**src/rtl/pcts_pkg.sv**
```systemverilog
`timescale 1ns / 1ps
// shared types, byte codes and classifier functions for the content stream token splitter
// no dependencies

package pcts_pkg;

    localparam int PCTS_OFFSET_WIDTH = 32;
    localparam int PCTS_NEST_WIDTH   = 8;
    localparam int PCTS_QUEUE_DEPTH  = 4;
    localparam int PCTS_MAX_RESULTS  = 3;
    localparam int PCTS_POS_WIDTH    = 32;

    localparam logic [1:0] KIND_NUMBER = 2'd0;
    localparam logic [1:0] KIND_OPER   = 2'd1;
    localparam logic [1:0] KIND_OTHER  = 2'd2;
    localparam logic [1:0] KIND_END    = 2'd3;

    // dictionary half pair held
    localparam logic [1:0] HALF_NONE = 2'd0;
    localparam logic [1:0] HALF_LT   = 2'd1;
    localparam logic [1:0] HALF_GT   = 2'd2;

    localparam logic [7:0] CH_NUL     = 8'h00;
    localparam logic [7:0] CH_TAB     = 8'h09;
    localparam logic [7:0] CH_LF      = 8'h0A;
    localparam logic [7:0] CH_FF      = 8'h0C;
    localparam logic [7:0] CH_CR      = 8'h0D;
    localparam logic [7:0] CH_SP      = 8'h20;
    localparam logic [7:0] CH_PERCENT = 8'h25;
    localparam logic [7:0] CH_LPAREN  = 8'h28;
    localparam logic [7:0] CH_RPAREN  = 8'h29;
    localparam logic [7:0] CH_PLUS    = 8'h2B;
    localparam logic [7:0] CH_MINUS   = 8'h2D;
    localparam logic [7:0] CH_DOT     = 8'h2E;
    localparam logic [7:0] CH_SLASH   = 8'h2F;
    localparam logic [7:0] CH_ZERO    = 8'h30;
    localparam logic [7:0] CH_NINE    = 8'h39;
    localparam logic [7:0] CH_LT      = 8'h3C;
    localparam logic [7:0] CH_GT      = 8'h3E;
    localparam logic [7:0] CH_LBRACK  = 8'h5B;
    localparam logic [7:0] CH_BSLASH  = 8'h5C;
    localparam logic [7:0] CH_RBRACK  = 8'h5D;
    localparam logic [7:0] CH_LBRACE  = 8'h7B;
    localparam logic [7:0] CH_RBRACE  = 8'h7D;

    typedef enum logic [10:0] {
        MODE_IDLE      = 11'b000_0000_0001,
        MODE_COMMENT   = 11'b000_0000_0010,
        MODE_LIT       = 11'b000_0000_0100,
        MODE_AFTER_LT  = 11'b000_0000_1000,
        MODE_HEX       = 11'b000_0001_0000,
        MODE_DICT      = 11'b000_0010_0000,
        MODE_ARRAY     = 11'b000_0100_0000,
        MODE_ARRAY_STR = 11'b000_1000_0000,
        MODE_NAME      = 11'b001_0000_0000,
        MODE_NUMBER    = 11'b010_0000_0000,
        MODE_OPER      = 11'b100_0000_0000
    } scan_mode_t;

    typedef struct packed {
        logic [7:0] data_byte;
        logic       is_last;
    } in_beat_t;

    typedef struct packed {
        logic [1:0]                token_kind;
        logic [PCTS_POS_WIDTH-1:0] token_begin;
        logic [PCTS_POS_WIDTH-1:0] token_end;
        logic                      last_result;
    } out_beat_t;

    typedef struct packed {
        logic [1:0]                kind;
        logic [PCTS_POS_WIDTH-1:0] pos_begin;
        logic [PCTS_POS_WIDTH-1:0] pos_end;
    } tok_rec_t;

    // results of one byte, count is 1 to 3, recs[0] goes out first
    typedef struct packed {
        logic [1:0]                           count;
        tok_rec_t [PCTS_MAX_RESULTS-1:0]      recs;
    } tok_group_t;

    function automatic logic is_ws(input logic [7:0] c);
        return c == CH_NUL || c == CH_TAB || c == CH_LF || c == CH_FF ||
               c == CH_CR || c == CH_SP;
    endfunction

    function automatic logic is_delim(input logic [7:0] c);
        return c == CH_LPAREN || c == CH_RPAREN || c == CH_LT || c == CH_GT ||
               c == CH_LBRACK || c == CH_RBRACK || c == CH_LBRACE || c == CH_RBRACE ||
               c == CH_SLASH || c == CH_PERCENT;
    endfunction

    function automatic logic is_num_char(input logic [7:0] c);
        return (c >= CH_ZERO && c <= CH_NINE) || c == CH_PLUS || c == CH_MINUS ||
               c == CH_DOT;
    endfunction

endpackage

```
**src/rtl/pcts_front.sv**
```systemverilog
`timescale 1ns / 1ps
// front end: per-byte scanner state machine, builds the result group of each byte
// depends on pcts_pkg

module pcts_front
    import pcts_pkg::*;
#(
    parameter int OFFSET_WIDTH = PCTS_OFFSET_WIDTH,
    parameter int NEST_WIDTH   = PCTS_NEST_WIDTH
)
(
    input  logic       clk,
    input  logic       rst_n,
    input  logic       beat_accept,
    input  in_beat_t   beat,
    output logic       push,
    output tok_group_t push_group
);

    scan_mode_t              mode_reg, mode_next;
    logic                    esc_reg, esc_next;
    logic [NEST_WIDTH-1:0]   paren_reg, paren_next;
    logic [NEST_WIDTH-1:0]   bracket_reg, bracket_next;
    logic [NEST_WIDTH-1:0]   angle_reg, angle_next;
    logic [1:0]              half_reg, half_next;
    logic [OFFSET_WIDTH-1:0] offset_reg, offset_next;
    logic [OFFSET_WIDTH-1:0] start_reg, start_next;

    logic [7:0]              cur_byte;
    logic [OFFSET_WIDTH-1:0] off_plus;
    logic [OFFSET_WIDTH-1:0] start_mid;
    logic                    str_esc;
    logic [NEST_WIDTH-1:0]   str_paren;
    logic                    str_closed;
    logic                    go_idle;
    logic                    fresh;
    logic                    close_hit;
    logic [1:0]              close_kind;
    logic                    close_at_next;
    logic                    delim_hit;
    logic                    tail_hit;
    logic [1:0]              tail_kind;
    logic [1:0]              rec_cnt;
    tok_group_t              group;

    function automatic logic [NEST_WIDTH-1:0] inc_sat(input logic [NEST_WIDTH-1:0] d);
        return (d == '1) ? d : d + 1'b1;
    endfunction

    function automatic logic [NEST_WIDTH-1:0] dec_floor(input logic [NEST_WIDTH-1:0] d);
        return (d == '0) ? d : d - 1'b1;
    endfunction

    assign cur_byte = beat.data_byte;
    assign off_plus = offset_reg + 1'b1;

    // literal string byte, shared by plain strings and strings inside arrays
    always_comb
    begin
        str_esc    = esc_reg;
        str_paren  = paren_reg;
        str_closed = 1'b0;
        if (esc_reg)
        begin
            str_esc = 1'b0;
        end
        else if (cur_byte == CH_BSLASH)
        begin
            str_esc = 1'b1;
        end
        else if (cur_byte == CH_LPAREN)
        begin
            str_paren = inc_sat(paren_reg);
        end
        else if (cur_byte == CH_RPAREN)
        begin
            str_paren  = dec_floor(paren_reg);
            str_closed = (dec_floor(paren_reg) == '0);
        end
    end

    always_comb
    begin
        mode_next     = mode_reg;
        esc_next      = esc_reg;
        paren_next    = paren_reg;
        bracket_next  = bracket_reg;
        angle_next    = angle_reg;
        half_next     = half_reg;
        start_next    = start_reg;
        offset_next   = off_plus;
        go_idle       = 1'b0;
        fresh         = 1'b0;
        close_hit     = 1'b0;
        close_kind    = KIND_OTHER;
        close_at_next = 1'b1;
        delim_hit     = 1'b0;
        tail_hit      = 1'b0;
        tail_kind     = KIND_OTHER;
        start_mid     = start_reg;

        unique case (mode_reg)
            MODE_COMMENT:
            begin
                if (cur_byte == CH_LF || cur_byte == CH_CR)
                begin
                    mode_next = MODE_IDLE;
                end
            end
            MODE_LIT:
            begin
                esc_next   = str_esc;
                paren_next = str_paren;
                if (str_closed)
                begin
                    close_hit = 1'b1;
                    go_idle   = 1'b1;
                end
            end
            MODE_AFTER_LT:
            begin
                if (cur_byte == CH_LT)
                begin
                    mode_next  = MODE_DICT;
                    angle_next = {{(NEST_WIDTH-1){1'b0}}, 1'b1};
                    half_next  = HALF_NONE;
                end
                else if (cur_byte == CH_GT)
                begin
                    close_hit = 1'b1;
                    go_idle   = 1'b1;
                end
                else
                begin
                    mode_next = MODE_HEX;
                end
            end
            MODE_HEX:
            begin
                if (cur_byte == CH_GT)
                begin
                    close_hit = 1'b1;
                    go_idle   = 1'b1;
                end
            end
            MODE_DICT:
            begin
                half_next = HALF_NONE;
                if (half_reg == HALF_LT && cur_byte == CH_LT)
                begin
                    angle_next = inc_sat(angle_reg);
                end
                else if (half_reg == HALF_GT && cur_byte == CH_GT)
                begin
                    angle_next = dec_floor(angle_reg);
                    if (dec_floor(angle_reg) == '0)
                    begin
                        close_hit = 1'b1;
                        go_idle   = 1'b1;
                    end
                end
                else if (cur_byte == CH_LT)
                begin
                    half_next = HALF_LT;
                end
                else if (cur_byte == CH_GT)
                begin
                    half_next = HALF_GT;
                end
            end
            MODE_ARRAY:
            begin
                if (cur_byte == CH_LPAREN)
                begin
                    mode_next  = MODE_ARRAY_STR;
                    paren_next = {{(NEST_WIDTH-1){1'b0}}, 1'b1};
                    esc_next   = 1'b0;
                end
                else if (cur_byte == CH_LBRACK)
                begin
                    bracket_next = inc_sat(bracket_reg);
                end
                else if (cur_byte == CH_RBRACK)
                begin
                    bracket_next = dec_floor(bracket_reg);
                    if (dec_floor(bracket_reg) == '0)
                    begin
                        close_hit = 1'b1;
                        go_idle   = 1'b1;
                    end
                end
            end
            MODE_ARRAY_STR:
            begin
                esc_next   = str_esc;
                paren_next = str_paren;
                if (str_closed)
                begin
                    mode_next = MODE_ARRAY;
                    esc_next  = 1'b0;
                end
            end
            MODE_NAME, MODE_OPER:
            begin
                if (is_ws(cur_byte) || is_delim(cur_byte))
                begin
                    close_hit     = 1'b1;
                    close_kind    = (mode_reg == MODE_NAME) ? KIND_OTHER : KIND_OPER;
                    close_at_next = 1'b0;
                    go_idle       = 1'b1;
                    fresh         = 1'b1;
                end
            end
            MODE_NUMBER:
            begin
                if (!is_num_char(cur_byte))
                begin
                    close_hit     = 1'b1;
                    close_kind    = KIND_NUMBER;
                    close_at_next = 1'b0;
                    go_idle       = 1'b1;
                    fresh         = 1'b1;
                end
            end
            default:
            begin
                go_idle = 1'b1;
                fresh   = 1'b1;
            end
        endcase

        if (go_idle)
        begin
            mode_next    = MODE_IDLE;
            esc_next     = 1'b0;
            paren_next   = '0;
            bracket_next = '0;
            angle_next   = '0;
            half_next    = HALF_NONE;
        end

        // start of whatever follows
        if (fresh && !is_ws(cur_byte))
        begin
            start_next = offset_reg;
            esc_next   = 1'b0;
            half_next  = HALF_NONE;
            if (cur_byte == CH_PERCENT)
            begin
                mode_next = MODE_COMMENT;
            end
            else if (cur_byte == CH_LPAREN)
            begin
                mode_next  = MODE_LIT;
                paren_next = {{(NEST_WIDTH-1){1'b0}}, 1'b1};
            end
            else if (cur_byte == CH_LT)
            begin
                mode_next = MODE_AFTER_LT;
            end
            else if (cur_byte == CH_LBRACK)
            begin
                mode_next    = MODE_ARRAY;
                bracket_next = {{(NEST_WIDTH-1){1'b0}}, 1'b1};
            end
            else if (cur_byte == CH_SLASH)
            begin
                mode_next = MODE_NAME;
            end
            else if (is_num_char(cur_byte))
            begin
                mode_next = MODE_NUMBER;
            end
            else if (is_delim(cur_byte))
            begin
                delim_hit = 1'b1;
            end
            else
            begin
                mode_next = MODE_OPER;
            end
        end

        start_mid = start_next;

        // stream end closes the open token and starts over
        if (beat.is_last)
        begin
            unique case (mode_next)
                MODE_NUMBER:
                begin
                    tail_hit  = 1'b1;
                    tail_kind = KIND_NUMBER;
                end
                MODE_OPER:
                begin
                    tail_hit  = 1'b1;
                    tail_kind = KIND_OPER;
                end
                MODE_LIT, MODE_AFTER_LT, MODE_HEX, MODE_DICT, MODE_ARRAY,
                MODE_ARRAY_STR, MODE_NAME:
                begin
                    tail_hit  = 1'b1;
                    tail_kind = KIND_OTHER;
                end
                default:
                begin
                    tail_hit = 1'b0;
                end
            endcase
            mode_next    = MODE_IDLE;
            esc_next     = 1'b0;
            paren_next   = '0;
            bracket_next = '0;
            angle_next   = '0;
            half_next    = HALF_NONE;
            offset_next  = '0;
            start_next   = '0;
        end
    end

    // pack the records of this byte in order
    always_comb
    begin
        group   = '0;
        rec_cnt = 2'd0;
        if (close_hit)
        begin
            group.recs[rec_cnt] = '{kind: close_kind,
                                    pos_begin: PCTS_POS_WIDTH'(start_reg),
                                    pos_end: close_at_next ? PCTS_POS_WIDTH'(off_plus)
                                                           : PCTS_POS_WIDTH'(offset_reg)};
            rec_cnt = rec_cnt + 2'd1;
        end
        if (delim_hit)
        begin
            group.recs[rec_cnt] = '{kind: KIND_OPER,
                                    pos_begin: PCTS_POS_WIDTH'(offset_reg),
                                    pos_end: PCTS_POS_WIDTH'(off_plus)};
            rec_cnt = rec_cnt + 2'd1;
        end
        if (tail_hit)
        begin
            group.recs[rec_cnt] = '{kind: tail_kind,
                                    pos_begin: PCTS_POS_WIDTH'(start_mid),
                                    pos_end: PCTS_POS_WIDTH'(off_plus)};
            rec_cnt = rec_cnt + 2'd1;
        end
        if (beat.is_last)
        begin
            group.recs[rec_cnt] = '{kind: KIND_END,
                                    pos_begin: PCTS_POS_WIDTH'(off_plus),
                                    pos_end: PCTS_POS_WIDTH'(off_plus)};
            rec_cnt = rec_cnt + 2'd1;
        end
        group.count = rec_cnt;
    end

    assign push       = beat_accept && (close_hit || delim_hit || beat.is_last);
    assign push_group = group;

    always_ff @(posedge clk or negedge rst_n)
    begin
        if (!rst_n)
        begin
            mode_reg    <= MODE_IDLE;
            esc_reg     <= 1'b0;
            paren_reg   <= '0;
            bracket_reg <= '0;
            angle_reg   <= '0;
            half_reg    <= HALF_NONE;
            offset_reg  <= '0;
            start_reg   <= '0;
        end
        else if (beat_accept)
        begin
            mode_reg    <= mode_next;
            esc_reg     <= esc_next;
            paren_reg   <= paren_next;
            bracket_reg <= bracket_next;
            angle_reg   <= angle_next;
            half_reg    <= half_next;
            offset_reg  <= offset_next;
            start_reg   <= start_next;
        end
    end

endmodule

```
**src/rtl/pcts_queue.sv**
```systemverilog
`timescale 1ns / 1ps
// short queue of per-byte result groups between front and back end
// depends on pcts_pkg

module pcts_queue
    import pcts_pkg::*;
#(
    parameter int DEPTH = PCTS_QUEUE_DEPTH
)
(
    input  logic       clk,
    input  logic       rst_n,
    input  logic       push,
    input  tok_group_t push_group,
    output logic       full,
    output logic       head_valid,
    output tok_group_t head_group,
    input  logic       pop
);

    localparam int PTR_W = (DEPTH > 1) ? $clog2(DEPTH) : 1;
    localparam int CNT_W = $clog2(DEPTH + 1);

    tok_group_t       ent_reg [DEPTH];
    logic [PTR_W-1:0] wr_ptr_reg, wr_ptr_next;
    logic [PTR_W-1:0] rd_ptr_reg, rd_ptr_next;
    logic [CNT_W-1:0] cnt_reg, cnt_next;
    logic             do_push;
    logic             do_pop;

    function automatic logic [PTR_W-1:0] ptr_inc(input logic [PTR_W-1:0] p);
        return (p == PTR_W'(DEPTH - 1)) ? '0 : p + 1'b1;
    endfunction

    assign full       = (cnt_reg == CNT_W'(DEPTH));
    assign head_valid = (cnt_reg != '0);
    assign head_group = ent_reg[rd_ptr_reg];
    assign do_push    = push && !full;
    assign do_pop     = pop && head_valid;

    always_comb
    begin
        wr_ptr_next = do_push ? ptr_inc(wr_ptr_reg) : wr_ptr_reg;
        rd_ptr_next = do_pop ? ptr_inc(rd_ptr_reg) : rd_ptr_reg;
        cnt_next    = cnt_reg;
        if (do_push && !do_pop)
        begin
            cnt_next = cnt_reg + 1'b1;
        end
        else if (do_pop && !do_push)
        begin
            cnt_next = cnt_reg - 1'b1;
        end
    end

    always_ff @(posedge clk)
    begin
        if (do_push)
        begin
            ent_reg[wr_ptr_reg] <= push_group;
        end
    end

    always_ff @(posedge clk or negedge rst_n)
    begin
        if (!rst_n)
        begin
            wr_ptr_reg <= '0;
            rd_ptr_reg <= '0;
            cnt_reg    <= '0;
        end
        else
        begin
            wr_ptr_reg <= wr_ptr_next;
            rd_ptr_reg <= rd_ptr_next;
            cnt_reg    <= cnt_next;
        end
    end

endmodule

```
**src/rtl/pcts_back.sv**
```systemverilog
`timescale 1ns / 1ps
// back end: sends the records of the head group one beat at a time
// depends on pcts_pkg

module pcts_back
    import pcts_pkg::*;
(
    input  logic       clk,
    input  logic       rst_n,
    input  logic       head_valid,
    input  tok_group_t head_group,
    output logic       pop,
    output logic       token_valid,
    input  logic       token_ready,
    output out_beat_t  token_data
);

    logic [1:0] idx_reg, idx_next;
    tok_rec_t   cur_rec;
    logic       at_last;
    logic       sent;

    assign cur_rec     = head_group.recs[idx_reg];
    assign at_last     = (idx_reg == head_group.count - 2'd1);
    assign token_valid = head_valid;
    assign sent        = token_valid && token_ready;
    assign pop         = sent && at_last;

    assign token_data.token_kind  = cur_rec.kind;
    assign token_data.token_begin = cur_rec.pos_begin;
    assign token_data.token_end   = cur_rec.pos_end;
    assign token_data.last_result = at_last;

    always_comb
    begin
        idx_next = idx_reg;
        if (sent)
        begin
            idx_next = at_last ? 2'd0 : idx_reg + 2'd1;
        end
    end

    always_ff @(posedge clk or negedge rst_n)
    begin
        if (!rst_n)
        begin
            idx_reg <= 2'd0;
        end
        else
        begin
            idx_reg <= idx_next;
        end
    end

endmodule

```
**src/rtl/pdf_content_token_splitter_top.sv**
```systemverilog
`timescale 1ns / 1ps
// top level of the content stream token splitter: front scanner, group queue, back end
// depends on pcts_pkg, pcts_front, pcts_queue, pcts_back
//
// usage
//   byte channel (byte_valid / byte_ready / byte_data): one stream byte per beat, is_last
//   marks the final byte of a stream; the next byte after it starts a new stream at offset 0
//   token channel (token_valid / token_ready / token_data): one token per beat with kind,
//   begin offset, exclusive end offset and last_result on the final token of a byte
//   a byte is scanned in the cycle it is accepted; its tokens (up to three), if any, are
//   queued as one group behind any earlier groups and offered from the queue head in turn
//   one byte per cycle is taken while the queue is not full; the back end sends one token
//   per cycle while token_ready is high, and holds each group until its last token is sent
//   the queue holds QUEUE_DEPTH groups; byte_ready drops only when it is full, so a
//   stalled receiver backs up into the byte side after that many groups
//   byte_ready does not depend on token_ready in the same cycle
//   reset clears the scanner to idle, offsets to zero and empties the queue

module pdf_content_token_splitter_top
    import pcts_pkg::*;
#(
    parameter int OFFSET_WIDTH = PCTS_OFFSET_WIDTH,
    parameter int NEST_WIDTH   = PCTS_NEST_WIDTH,
    parameter int QUEUE_DEPTH  = PCTS_QUEUE_DEPTH
)
(
    input  logic      clk,
    input  logic      rst_n,
    input  logic      byte_valid,
    output logic      byte_ready,
    input  in_beat_t  byte_data,
    output logic      token_valid,
    input  logic      token_ready,
    output out_beat_t token_data
);

    logic       beat_accept;
    logic       push;
    tok_group_t push_group;
    logic       q_full;
    logic       head_valid;
    tok_group_t head_group;
    logic       pop;

    assign byte_ready  = !q_full;
    assign beat_accept = byte_valid && byte_ready;

    pcts_front #(
        .OFFSET_WIDTH (OFFSET_WIDTH),
        .NEST_WIDTH   (NEST_WIDTH)
    ) u_front (
        .clk         (clk),
        .rst_n       (rst_n),
        .beat_accept (beat_accept),
        .beat        (byte_data),
        .push        (push),
        .push_group  (push_group)
    );

    pcts_queue #(
        .DEPTH (QUEUE_DEPTH)
    ) u_queue (
        .clk        (clk),
        .rst_n      (rst_n),
        .push       (push),
        .push_group (push_group),
        .full       (q_full),
        .head_valid (head_valid),
        .head_group (head_group),
        .pop        (pop)
    );

    pcts_back u_back (
        .clk         (clk),
        .rst_n       (rst_n),
        .head_valid  (head_valid),
        .head_group  (head_group),
        .pop         (pop),
        .token_valid (token_valid),
        .token_ready (token_ready),
        .token_data  (token_data)
    );

endmodule

```
**config.mk**
```make
export PLATFORM = sky130hd
export DESIGN_NAME = pdf_content_token_splitter_top
export DESIGN_NICKNAME = d
export VERILOG_FILES = /design/src/rtl/pcts_pkg.sv /design/src/rtl/pcts_front.sv /design/src/rtl/pcts_queue.sv /design/src/rtl/pcts_back.sv /design/src/rtl/pdf_content_token_splitter_top.sv
export SDC_FILE = /design/constraint.sdc
export NUM_CORES = 1
export LEC_CHECK = 0
export BUFFER_PORTS_ARGS = -buffer_cell sky130_fd_sc_hd__clkbuf_2
export CAP_MARGIN = 20
export CELL_PAD_IN_SITES_DETAIL_PLACEMENT = 1
export CELL_PAD_IN_SITES_GLOBAL_PLACEMENT = 1
export CORE_MARGIN = 2
export CORE_UTILIZATION = 53
export DETAILED_ROUTE_END_ITERATION = 8
export MAX_ROUTING_LAYER = met4
export PLACE_DENSITY = 0.82
export RECOVER_POWER = 25
export REMOVE_ABC_BUFFERS = 1
export SLEW_MARGIN = 20
export SYNTH_ARGS = -nofsm -noshare
export SYNTH_HDL_FRONTEND = slang
export SYNTH_SLANG_ARGS = --single-unit
```
**constraint.sdc**
```tcl
create_clock -name clk -period 11.22 [get_ports clk]
set_clock_uncertainty 0.1 [all_clocks]
set_input_delay 1.683 -clock clk [delete_from_list [all_inputs] [get_ports clk]]
set_output_delay 1.683 -clock clk [all_outputs]
set_load 0.03 [all_outputs]
```
# After elaboration in Yosys (flattened, before gate mapping)
# Memory sizes are Yosys's and may differ from the RTL's.
# Index checks and enable logic that the tools add are counted.
[word_totals] reg_bits=111 latchBits=0 ramBits=800 romBits=0 in_bits=13 out_inout_bits=69 word_cells=285 n_memories=1
[mem_list] memory="u_queue.ent_reg" depth=4 width=200 read_ports=1 rd_clocked_by_memory_dff=0 write_ports=1 line="pcts_queue.sv:24" text="tok_group_t ent_reg [DEPTH];"
[op_classes] addsub=16 n_mul=0 div_mod_pow=0 order_cmp=9 n_eq_ne=52 shifts=0 muxes=135 bitwise=0 reduce_logical=60
[op_table] operator="bitwise mux 198 bit" n=3
[op_table] operator="2-to-1 mux 198 bit" n=3
[op_table] operator="demux 66 bit (select 2 bit)" n=3
[op_table] operator="2-to-1 mux 66 bit" n=5
[op_table] operator="2-to-1 mux 8 bit" n=32
[op_table] operator="2-to-1 mux 11 bit" n=15
[op_table] operator="binary-select mux 66 bit (select 2 bit)" n=1
[op_table] operator="2-to-1 mux 32 bit" n=4
[op_table] operator="equality test 8 x 6 -> 1 bit (second input constant)" n=10
[op_table] operator="zero test 8 bit" n=7
[op_table] operator="case mux 11 bit (4 select lines)" n=1
[op_table] operator="equality test 8 x 7 -> 1 bit (second input constant)" n=5
[op_table] operator="2-to-1 mux 1 bit" n=38
[op_table] operator="2-to-1 mux 2 bit" n=18
[op_table] operator="adder 32 x 1 -> 32 bit (second input constant)" n=1
[op_table] operator="equality test 8 x 4 -> 1 bit (second input constant)" n=4
[op_table] operator="case mux 8 bit (2 select lines)" n=2
[op_table] operator="adder 8 x 1 -> 8 bit (second input constant)" n=3
[op_table] operator="equality test 8 bit (second input constant)" n=3
[op_table] operator="subtractor 8 x 1 -> 8 bit (second input constant)" n=3
[op_table] operator="equality test 11 x 10 -> 1 bit (second input constant)" n=2
[op_table] operator="equality test 11 bit (second input constant)" n=2
[op_table] operator="equality test 11 x 3 -> 1 bit (second input constant)" n=2
[op_table] operator="equality test 11 x 4 -> 1 bit (second input constant)" n=2
[op_table] operator="43 further kinds" n=103

# Depth between registers and ports, before layout
[logic_depth] word_depth=33 ltp_mapped=24 ltp_nobuf=18

# Hierarchy
# A second synthesis with hierarchy kept.
[hier_totals] hier_cells=2833 area_unflattened_um2=41833.9
[modules_own_cells] module="pcts_queue" instances=1 cells_each=1082 area_per_inst_um2=29439.5 seq_area_each_um2=24198.2
[modules_own_cells] module="pcts_front" instances=1 cells_each=1510 area_per_inst_um2=10857.9 seq_area_each_um2=2553.7
[modules_own_cells] module="pcts_back" instances=1 cells_each=239 area_per_inst_um2=1526.5 seq_area_each_um2=50.0
[modules_own_cells] module="pdf_content_token_splitter_top" instances=1 cells_each=2 area_per_inst_um2=10.0 seq_area_each_um2=0.0

# Worst setup path after synthesis
# No wires, ideal clock.
[synth_path] path_type="input to register" start="input port byte_data[5] in the netlist's numbering" end="memory u_queue.ent_reg[0][0] in the netlist's numbering, enable pin" setup_ps=585 arrival_time_ps=8969 t_required_ps=10535 setup_slack_ps=1566 cell_stages=14 n_path_buf=5 path_cell_list="buf_2 nor4bb_1 buf_2 and3_1 buf_2 nand3_2 or4_1 nand4_1 buf_2 buf_2 inv_1 ha_1 a21oi_1 and2_1"
[synth_via] elab_chain_len=24 word_cells_on_any_way=75 cone_classes="order compare: 2; eq/ne: 19; mux: 26; reduce/logical: 28"
[synth_lines] item="start, declared" line="pdf_content_token_splitter_top.sv:31" text="input in_beat_t byte_data,"
[synth_lines] item="equality test 8 x 6 -> 1 bit (on tied branches)"
[synth_lines] item="logical OR 1 bit (4 in a row)" line="pcts_pkg.sv:90" text="return c == CH_LPAREN || c == CH_RPAREN || c == CH_LT || c == CH_GT ||"
[synth_lines] item="logical OR 1 bit (4 in a row)" line="pcts_pkg.sv:91" text="c == CH_LBRACK || c == CH_RBRACK || c == CH_LBRACE || c == CH_RBRACE ||"
[synth_lines] item="logical OR 1 bit" line="pcts_pkg.sv:92" text="c == CH_SLASH || c == CH_PERCENT;"
[synth_lines] item="2-to-1 mux 1 bit" line="pcts_front.sv:274" text="else if (is_delim(cur_byte))"
[synth_lines] item="2-to-1 mux 1 bit" line="pcts_front.sv:270" text="else if (is_num_char(cur_byte))"
[synth_lines] item="2-to-1 mux 1 bit" line="pcts_front.sv:266" text="else if (cur_byte == CH_SLASH)"
[synth_lines] item="2-to-1 mux 1 bit" line="pcts_front.sv:261" text="else if (cur_byte == CH_LBRACK)"
[synth_lines] item="[2 not listed]"
[synth_lines] item="2-to-1 mux 1 bit" line="pcts_front.sv:248" text="if (cur_byte == CH_PERCENT)"
[synth_lines] item="2-to-1 mux 1 bit" line="pcts_front.sv:243" text="if (fresh && !is_ws(cur_byte))"
[synth_lines] item="logical OR 1 bit * (2 in a row)" line="pcts_front.sv:359" text="assign push = beat_accept && (close_hit || delim_hit || beat.is_last);"
[synth_lines] item="logical AND 1 bit *" line="pcts_front.sv:359"
[synth_lines] item="logical AND 1 bit *" line="pcts_queue.sv:38" text="assign do_push = push && !full;"
[synth_lines] item="named net u_queue.do_push" line="pcts_queue.sv:28" text="logic do_push;"
[synth_lines] item="2-to-1 mux 1 bit *" line="pcts_queue.sv:58" text="if (do_push)"
[synth_lines] item="2-to-1 mux 1 bit (implied by the code) *" line="pcts_queue.sv:60" text="ent_reg[wr_ptr_reg] <= push_group;"
[synth_lines] item="end, declared" line="pcts_queue.sv:24"
# Mark *: on every way through the listed nets, which the timed path passes. The rest lies on a longest branch.

==> impl_metrics.env <==
export IMPL_outcome="finished, violations left"
export IMPL_violations="max-capacitance violations, max-slew violations"
export IMPL_final_nets=2892
export IMPL_cts_sink_count=911
export IMPL_drv_cap=8
export IMPL_routed_via_count=27500
export IMPL_power_total_mw=10.8
export IMPL_placed_cell_area_um2=42600
export IMPL_finalSetupViolCount=0
export IMPL_p_leak_nw=15.0
export IMPL_multi_input_area_um2=13600
export IMPL_ir_drop_mv=0.121
export IMPL_cts_root_buf="clkbuf_16"
export IMPL_final_cell_count_no_fill=3978
export IMPL_antenna_found_initial=1
export IMPL_grt_use_total=0.320
export IMPL_layout_common_cells="edfxtp_1 (800), nand2_1 (270), o21ai_0 (234)"
export IMPL_firstDrtPassIters=5
export IMPL_async_reset_ff_frac=0.122
export IMPL_seq_area_frac_synth=0.647
export IMPL_grt_pass1_vias=29200
export IMPL_hold_viol=0
export IMPL_drt_initial_drc_count=2951
export IMPL_path_delay_family="buffers and inverters"
export IMPL_rows=102
export IMPL_worst_pin_slew_ns=4.21
export IMPL_yosys_warnings=0
export IMPL_avgRoutedWirePerCell_um=31.4
export IMPL_cp_arrival_ns=8.88
export IMPL_via_per_inst=6.92
export IMPL_fillerInstances=7215
export IMPL_cts_setup_buffers=0
export IMPL_die_area_um2=80400
export IMPL_critical_path_max_stage_delay_ns=2.40
export IMPL_hp_start="u_queue.cnt_reg[2]"
export IMPL_syn_avg_cell_area_um2=14.4
export IMPL_crit_path_max_fanout=37
export IMPL_clock_latency_ns=0.68
export IMPL_ant_nets=0
export IMPL_synth_cell_types=90
export IMPL_slew_headroom=-1.81
export IMPL_synth_edf_count=800
export IMPL_powerDensity_nw_per_um2=238
export IMPL_regToRegSetupSlack_ns=3.27
export IMPL_whs_path_depth=1
export IMPL_synth_cells=2867
export IMPL_path_cells="clkbuf_1 -> xor2_1 -> a21boi_0 -> o2111ai_1 -> o21a_1 -> a21boi_0 -> nand2b_2 -> clkbuf_1 -> mux2i_1 -> a21o_1 -> o22ai_1"
export IMPL_hold_slack_ns=0.394
export IMPL_postLayoutCellArea_um2=45600
export IMPL_grt_max_degree=149
export IMPL_portBuffers=81
export IMPL_cp_required_ns=11.53
export IMPL_synth_cell_area_um2=41400
export IMPL_crit_buf_inv=2
export IMPL_post_route_period_util=0.764
export IMPL_hold_path_class="reg -> reg"
export IMPL_pin_count=82
export IMPL_endpoint_kind="flop"
export IMPL_fmax_ghz=0.117
export IMPL_drc=0
export IMPL_initial_core_util=0.535
export IMPL_cts_hold_buf=0
export IMPL_dp_hpwl_mm=72.3
export IMPL_clk_pin_slew_worst_paths_ns=0.06
export IMPL_whs_endpoint="u_queue.cnt_reg[2]"
export IMPL_die_width_um=284
export IMPL_h_tree_depth=3
export IMPL_cts_buffers=95
export IMPL_synth_seq_cells=911
export IMPL_grt_ovfl_total=0
export IMPL_post_cts_resized=0
export IMPL_rr_worst_depth=10
export IMPL_core_area_um2=77300
export IMPL_grt_setup_unrepaired="false"
export IMPL_startpoint_type="primary input"
export IMPL_area_delta_synth_final_pct=10.0
export IMPL_die_height_um=284
export IMPL_cp_slowest_cell="clkbuf_1"
export IMPL_utilization=0.589
export IMPL_worstSetupPathType="in -> reg"
export IMPL_largest_reg_flops=800
export IMPL_fin_crit_ns=8.57
export IMPL_grt_pass1_wl_mm=188
export IMPL_layout_commonest_cell="edfxtp_1"
export IMPL_gp_congestion=0.885
export IMPL_crit_start="byte_data[2]"
export IMPL_drt_wl_total_mm=125
export IMPL_synth_main_ff_cell="edfxtp_1"
export IMPL_rr_startpoint="u_front.mode_reg[1]"
export IMPL_clockBufferDepth=3
export IMPL_placed_cells=3801
export IMPL_drive_above_1_share=0.146
export IMPL_cts_tree="yes"
export IMPL_r2r_end="u_queue.ent_reg[0][44]"
export IMPL_slew_violations=368
export IMPL_layout_area_seq_um2=26800
## per-stage QoR
step	setup WS (ns)	TNS [ns]
2_1_floorplan	-0.00886	-0.00886
3_3_place_gp	3.33	0
3_5_place_dp	3.04	0
4_1_cts	3.71	0
5_1_grt	2.15	0
6_report	2.65	0
## where the power goes
group / switching, mW / internal (mW)
logic: 2.13 / 1.13
clock network: 1.39 / 1.80
registers: 0.274 / 4.11
## cells in the mapped netlist (23+ instances only)
| master | instances | share of area |
|---|---|---|
| dfrtp_1 | 110 | 0.066 |
| and3_1 | 25 | 0.0038 |
| o21ai_0 | 234 | 0.028 |
| buf_1 | 41 | 0.0037 |
| nand2_1 | 271 | 0.025 |
| or3_1 | 23 | 0.0035 |
| mux2i_1 | 100 | 0.024 |
| nand3_1 | 41 | 0.0050 |
| clkbuf_1 | 130 | 0.012 |
| buf_2 | 42 | 0.0051 |
| a21o_1 | 25 | 0.0045 |
| a31oi_1 | 34 | 0.0051 |
| and2_1 | 23 | 0.0035 |
| nand4_1 | 23 | 0.0035 |
| nor3_1 | 47 | 0.0057 |
| mux4_2 | 200 | 0.11 |
| a21oi_1 | 86 | 0.010 |
| nor2_1 | 150 | 0.014 |
| a22oi_1 | 34 | 0.0062 |
| o22ai_1 | 61 | 0.0092 |
| nand2b_1 | 38 | 0.0057 |
| inv_1 | 24 | 0.0022 |
| edfxtp_1 | 800 | 0.58 |
## worst max path at each step
stage | slack (ns) | endpoint | cells after the start
finish | 2.65 | u_queue.ent_reg[0][44] | 11
global route | 2.15 | token_data[38] | 6
CTS | 3.71 | u_queue.ent_reg[1][119] | 12
detailed placement | 3.04 | u_queue.ent_reg[1][85] | 12
global placement | 3.33 | u_queue.ent_reg[1][85] | 12
floorplan | -0.009 | token_data[0] | 4
## worst register-to-register path, stage by stage, from the launching register on
cell and delay (ns):
dfrtp_1 0.50, or4_1 0.74, nor4_1 0.53, or4_1 0.29, o21a_1 0.17, a21boi_0 0.96, nand2b_2 0.28, clkbuf_1 2.40
mux2i_1 0.97, a21o_1 0.37, o22ai_1 0.39
## final cells by class
class | count | area share
diodes | 1 | 0.0000549
clock buffers | 123 | 0.0567
clock inverters | 53 | 0.0119
inverters | 24 | 0.00198
multi-input cells | 1708 | 0.298
flip-flops and latches | 911 | 0.589
well taps | 1040 | 0.0286
repair buffers | 118 | 0.0138
## cells by family after synthesis
kind of cell / after synthesis / share of synthesized area
xor gates and xnor gates: 37 / 0.00783
muxes: 303 / 0.134
buffers and inverters: 248 / 0.0252
adders and majority gates: 21 / 0.00653
AOI/OAI and AO/OA: 614 / 0.0929
and+or+nand+nor: 733 / 0.0866
DFF: 911 / 0.647
## metal layers
layer  track usage  wire length [um]  up-vias
li1              -                 -    11200
met5             -                 0        -
met2         0.515             62100     1650
met1         0.404             47400    14200
met3        0.0528              9690      406
met4         0.139              5820        0
No activity file was read; power rests on OpenSTA's default activity.
